--- src/hw/rtl/lbi_lowbit.sv ---
// Find-lowest-set and clear-lowest-set unit for one bitmap word.
// Purely combinational; no package dependency.
module lbi_lowbit #(
  parameter int WORD_BITS = 64
) (
  input  logic [WORD_BITS-1:0]          vec,
  output logic [$clog2(WORD_BITS)-1:0]  pos,
  output logic [WORD_BITS-1:0]          rest
);

  localparam int BIT_W = $clog2(WORD_BITS);

  logic [WORD_BITS-1:0] iso;

  assign iso  = vec & (~vec + WORD_BITS'(1));
  assign rest = vec & (vec - WORD_BITS'(1));

  always_comb begin
    pos = '0;
    for (int i = 0; i < WORD_BITS; i++) begin
      if (iso[i]) begin
        pos = pos | BIT_W'(i);
      end
    end
  end

endmodule

--- config.mk ---
export PLATFORM = sky130hd
export DESIGN_NAME = lbi_lowbit
export DESIGN_NICKNAME = d
export VERILOG_FILES = /design/src/hw/rtl/lbi_lowbit.sv
export SDC_FILE = /design/constraint.sdc
export NUM_CORES = 1
export LEC_CHECK = 0
export BUFFER_PORTS_ARGS = -buffer_cell sky130_fd_sc_hd__buf_2
export CAP_MARGIN = 10
export CORE_MARGIN = 2
export CORE_UTILIZATION = 45
export DETAILED_ROUTE_END_ITERATION = 8
export PLACE_DENSITY = 0.84
export SYNTH_ARGS = -nofsm -noshare
export SYNTH_HDL_FRONTEND = slang
export SYNTH_SLANG_ARGS = --single-unit
--- constraint.sdc ---
create_clock -name vclk -period 3.3
set_input_delay 0.495 -clock vclk [all_inputs]
set_output_delay 0.495 -clock vclk [all_outputs]
set_load 0.02 [all_outputs]
==> results of run 1 <==
cell families after synthesis:
family / share of synthesized area (%)
AO/OA/AOI/OAI: 28.78
other: 0.1797
AND/OR/NAND/NOR: 66.55
buffers and inverters: 4.496
Yosys cell counts, drive strengths merged (2+ instances only):
| master | n |
|---|---|
| nor2 | 44 |
| inv | 13 |
| o21a | 9 |
| nand3 | 23 |
| a22oi | 3 |
| a221o | 2 |
| buf | 4 |
| nor2b | 13 |
| nand4 | 25 |
| or3 | 5 |
| o31a | 4 |
| nor3b | 2 |
| nor4b | 4 |
| a221oi | 2 |
| or4 | 8 |
| a21oi | 16 |
| o21ai | 4 |
| or2 | 4 |
| and3 | 4 |
| and2 | 12 |
| nor3 | 32 |
| nand2 | 24 |
| nor4 | 32 |
| a31oi | 6 |
| nand2b | 3 |
| a211o | 2 |
| o41a | 2 |
| a21boi | 17 |
| clkbuf | 6 |
layout make-up:
class              count  area (um2)  area share [%]
inverters             13       48.80           1.594
multi-input cells    321        2012           65.71
well taps             52       65.06           2.125
repair buffers       169       935.9           30.57
per-stage QoR:
step | setup slack [ps] | hold WS, ps | total power [W]
global placement | 167.7 | 1344 | 0.0002865
CTS | 157.0 | 1349 | 0.0002902
finish | 114.8 | 1347 | 0.0002961
floorplan | 474.4 | 1106 | 0.0001431
global route | 14.62 | 1360 | 0.0003177
detailed placement | 170.7 | 1347 | 0.0002890
power by group:
group          internal (W)  switching (W)
combinational      0.000103       0.000193
clock                     0              0
sequential                0              0
total              0.000103       0.000193
layer usage:
metal | track usage, % | up-vias | routed length (um)
met1 | 49.33 | 1616 | 3994
met5 | 0 | - | 0
met3 | 2.361 | 42 | 1082
met2 | 66.06 | 310 | 4758
met4 | 15.51 | 0 | 451
li1 | - | 1690 | -
final timing paths:
path                       end  cells past startpoint  slack [ps]     from
worst max-delay path    pos[5]                     10         110  vec[17]
worst min-delay path  rest[58]                      3        1350  vec[58]
placed cells by master (no fill, tap or decap), types with 5 or more instances in the layout:
master	n
and2_1	12
buf_2	133
a31oi_1	6
or4_1	7
nand4_1	24
nand3_1	22
nand2_1	23
o21a_1	9
buf_4	36
or3_1	5
nor2_1	44
nor3_1	26
a21boi_0	17
nor3_2	5
nor4_2	7
inv_1	13
nor2b_1	13
nor4_1	23
a21oi_1	16
==> results.md, run 1 <==
* Global route total overflow at 0
* Worst-Margin Slew at 544.1 ps
* Status: complete, no violations
* Pwr dens at 96.71 mW/mm2
* Initial drt markers at around 400
* Cells after synthesis at 344
* # Post-CTS Setup Buffers at 0
* Sequential-to-total area share from yosys stat at 0%
* Initial antenna violation count at 0
* Warnings from Yosys at 0
* Post-DP HPWL at 8.676 mm
* Dpl cells at 555
* CP startpoint kind: primary input
* Final wirelength at slightly above 10 mm
* Vias in the first global route at approximately 3.3k
* Vias per inst at about 6.6
* Cell family with most CP delay: simple AND/OR/NAND/NOR gates
* Port Buffers at 133
* Final core occ at 69.36%
* WL/cell at 18.53 um
* Worst relative slew slack at between 60% and 70%
* Max FO, Critical Path at 10
* Core area at about 0.0044 mm2
* CP endpoint kind: output pin
* FILL cells at 419
* Slowest-stage cell, CP: nor4_2
* Largest stage delay, worst path at 530 ps
* Fin Setup TNS at 0 ps
* Yosys cell types at 58
* Routed vias at between 3k and 4k
* Post-route clock period utilization at around 97%
* Mapped cell area at 0.002087 mm2
* Critical path class: primary input to output pin
* Post-CTS sizing at 0
* Fin crit period at 3185 ps
* Final #Nets at 569
* Design area at 0.003062 mm2
* Number of clock buffers in the layout at 0
* Antenna Nets Post-Route at 0
* CTS Hold Bufs at 0
* Max VDD drop at ~0.098 mV
* Post-synth top area share at 7.914%
* Max-slew violations at 0
* N_diodes at 0
* HP Class: primary input to output pin
* Unrepaired setup endpoints after global routing: false
* Non-filler cells, final at 555
* Die area at just over 0.005 mm2
* Die height at 72.10 um
* Crit-path cells: buf_2 -> nor4_2 -> nand2_2 -> buf_4 -> nor3_4 -> nand4_1 -> o211ai_1 -> nor4b_1 -> nand4_1 -> buf_2
* Drt first pass iters at 7
* Fmax at 314.0 MHz
* Placed Area at 0.003043 mm2
* First-pass GRT wire length at 16.04 mm
* Setup violation total in the final timing report at 0
* DRC violations left at 0
* Starting Density at 47.28%
* Ranking of synthesized cells by area: nor2_1 (7.9%), nor4_1 (7.8%), nand4_1 (7.2%), nor3_1 (6.2%), a21boi_0 (6.1%)
* Num rows at 24
* Final hold violations at 0
* Buf/Inv on CP at 3
* Largest net degree at the start of global routing at 11
* Chip width at between 70 and 80 um
* Leakage at roughly 1.4 nW
* GPL Wtd Cong at 0.9954
* Tot GR Track Use at 38.27%
* CP required at between 2000 and 3000 ps
* Cell taking the most area after synthesis: nor2_1
* Mapped Avg Cell Area at 6.067 um2
* Data arrival, critical path at roughly 2700 ps
* Max_cap viols at 0
* Seq_cells at 0
* I/O pin cnt at 134
* Register area at 0 um2
* Layout Area Growth over Synthesis at 46.70%
* Share of post-route cells with drive strength above 1 at approximately two fifths
* Syn Nets at about 410
(Power assumes the default switching activity.)
==> run 2, diff against run 1 <==
CORE_UTILIZATION = 37   (was 45)
PLACE_DENSITY = 0.71   (was 0.84)
==> results.md, run 2 (synthesis gave the netlist of run 1 again) <==
* Commonest non-fill, non-tap cells in the layout: buf_2 (133), nor2_1 (43), buf_4 (41) (was buf_2 (133), nor2_1 (44), buf_4 (36))
* Design area at 0.003127 mm2 (was 0.003062 mm2)
* Final hold violations at 0 (unchanged)
* Data arrival, critical path at 2640 ps (was 2690 ps)
* Seq_cells at 0 (unchanged)
* Post-route clock period utilization at 95.01% (was 96.52%)
* HP Class: primary input to output pin (unchanged)
* GPL Wtd Cong at 0.9571 (was 0.9954)
* Antenna Nets Post-Route at 0 (unchanged)
* Port Buffers at 133 (unchanged)
* Worst Hold End: rest[63] (was rest[58])
* Largest net degree at the start of global routing at 12 (was 11)
* Fin crit period at 3135 ps (was 3185 ps)
* Fmax at 319.0 MHz (was 314.0 MHz)
* Worst setup margin at 164.8 ps (was 114.8 ps)
* WL/cell at 18.20 um (was 18.53 um)
* Vias per inst at 6.314 (was 6.591)
* Status: complete, no violations (unchanged)
* Fin Setup TNS at 0 ps (unchanged)
* Chip width at 79.11 um (was 72.10 um)
* Pwr dens at 94.53 mW/mm2 (was 96.71 mW/mm2)
* Die area at 0.006258 mm2 (was 0.005198 mm2)
* CTS Hold Bufs at 0 (unchanged)
* Worst hold slack at 1349 ps (was 1347 ps)
* Leakage at 1.389 nW (was 1.359 nW)
* Max FO, Critical Path at 11 (was 10)
* Share of post-route cells with drive strength above 1 at 38.78% (was 38.17%)
* Max VDD drop at 0.07135 mV (was 0.09808 mV)
* Worst-Margin Slew at 636.9 ps (was 544.1 ps)
* Vias in the first global route at 3328 (was 3310)
* Pre-CTS WS at 137.7 ps (was 170.7 ps)
* Register area at 0 um2 (unchanged)
* Worst hold start: vec[63] (was vec[58])
* Die height at 79.11 um (was 72.10 um)
* Placed Area at 0.003098 mm2 (was 0.003043 mm2)
* Global route total overflow at 0 (unchanged)
* Max-slew violations at 0 (unchanged)
* FILL cells at 578 (was 419)
* Multi-input combinational cell area at 0.002014 mm2 (was 0.002012 mm2)
* Starting Density at 38.13% (was 47.28%)
* Max_cap viols at 0 (unchanged)
* DRC violations left at 0 (unchanged)
* Drt first pass iters at 5 (was 7)
* Commonest non-fill, non-tap cell in the layout: buf_2 (unchanged)
* Initial antenna violation count at 0 (unchanged)
* Post-DP HPWL at 8.835 mm (was 8.676 mm)
* Core area at 0.005473 mm2 (was 0.004414 mm2)
* Routed vias at 3662 (was 3658)
* Hold path cells at 3 (unchanged)
* I/O pin cnt at 134 (unchanged)
* Worst relative slew slack at 57.15% (was 62.79%)
* Final wirelength at 10.56 mm (was 10.29 mm)
* CP startpoint kind: primary input (unchanged)
* Layout Area Growth over Synthesis at 49.82% (was 46.70%)
* CP endpoint kind: output pin (unchanged)
* N_diodes at 0 (unchanged)
* First-pass GRT wire length at 16.28 mm (was 16.04 mm)
* Critical path class: primary input to output pin (unchanged)
* Tot GR Track Use at 32.31% (was 38.27%)
* Initial drt markers at 277 (was 402)
* CP required at 2800 ps (about the same)
* Non-filler cells, final at 580 (was 555)
* Dpl cells at 579 (was 555)
* Number of clock buffers in the layout at 0 (unchanged)
* Unrepaired setup endpoints after global routing: false (unchanged)
* Setup violation total in the final timing report at 0 (unchanged)
* Final #Nets at 574 (was 569)
* Num rows at 27 (was 24)
[run 2: worst max-delay path by stage]
stage	end	from	cells after the start
global route	pos[5]	vec[9]	10
global placement	pos[5]	vec[23]	9
floorplan	pos[5]	vec[9]	8
finish	pos[4]	vec[9]	11
CTS	pos[4]	vec[17]	11
detailed placement	pos[5]	vec[23]	9
[run 2: per-stage QoR]
step	util (%)	power, W
6_report	57.13	0.0002956
2_1_floorplan	-	0.0001431
3_3_place_gp	56.61	0.0002890
5_1_grt	57.13	0.0003179
3_5_place_dp	56.61	0.0002885
4_1_cts	56.61	0.0002898
[run 2: repair_timing]
item / CTS / global route
setup endpoints to repair: 0 / 6
resized for setup: 0 / 4
setup buffers: 0 / 1
[run 2: area by class of cell]
cell class                      instances  area share [%]
Inverter                               13           1.561
Multi-Input combinational cell        321           64.43
Tap cell                               72           2.881
Timing Repair Buffer                  174           31.13
[run 2: where the power goes]
group	total, W	switching [W]	internal, W
Combinational	0.000296	0.000192	0.000104
Clock	0	0	0
Sequential	0	0	0
[run 2: metal layers]
metal  vias up  global-route usage (%)  part of all wire, %
li1       1694                       -                    -
met1      1678                   41.67                   40
met2       260                   56.44                   46
met3        30                   3.182                   11
met4         0                   10.00                  3.1
met5         -                       0                    0
[run 2: worst max-delay path: stages]
cell and delay [ps]:
buf_2 130, nor4_1 430, nand4_2 150, buf_4 230
nor2_1 340, buf_4 210, nand2_1 80, o21ai_0 140
a211o_1 160, or4_1 120, buf_2 160
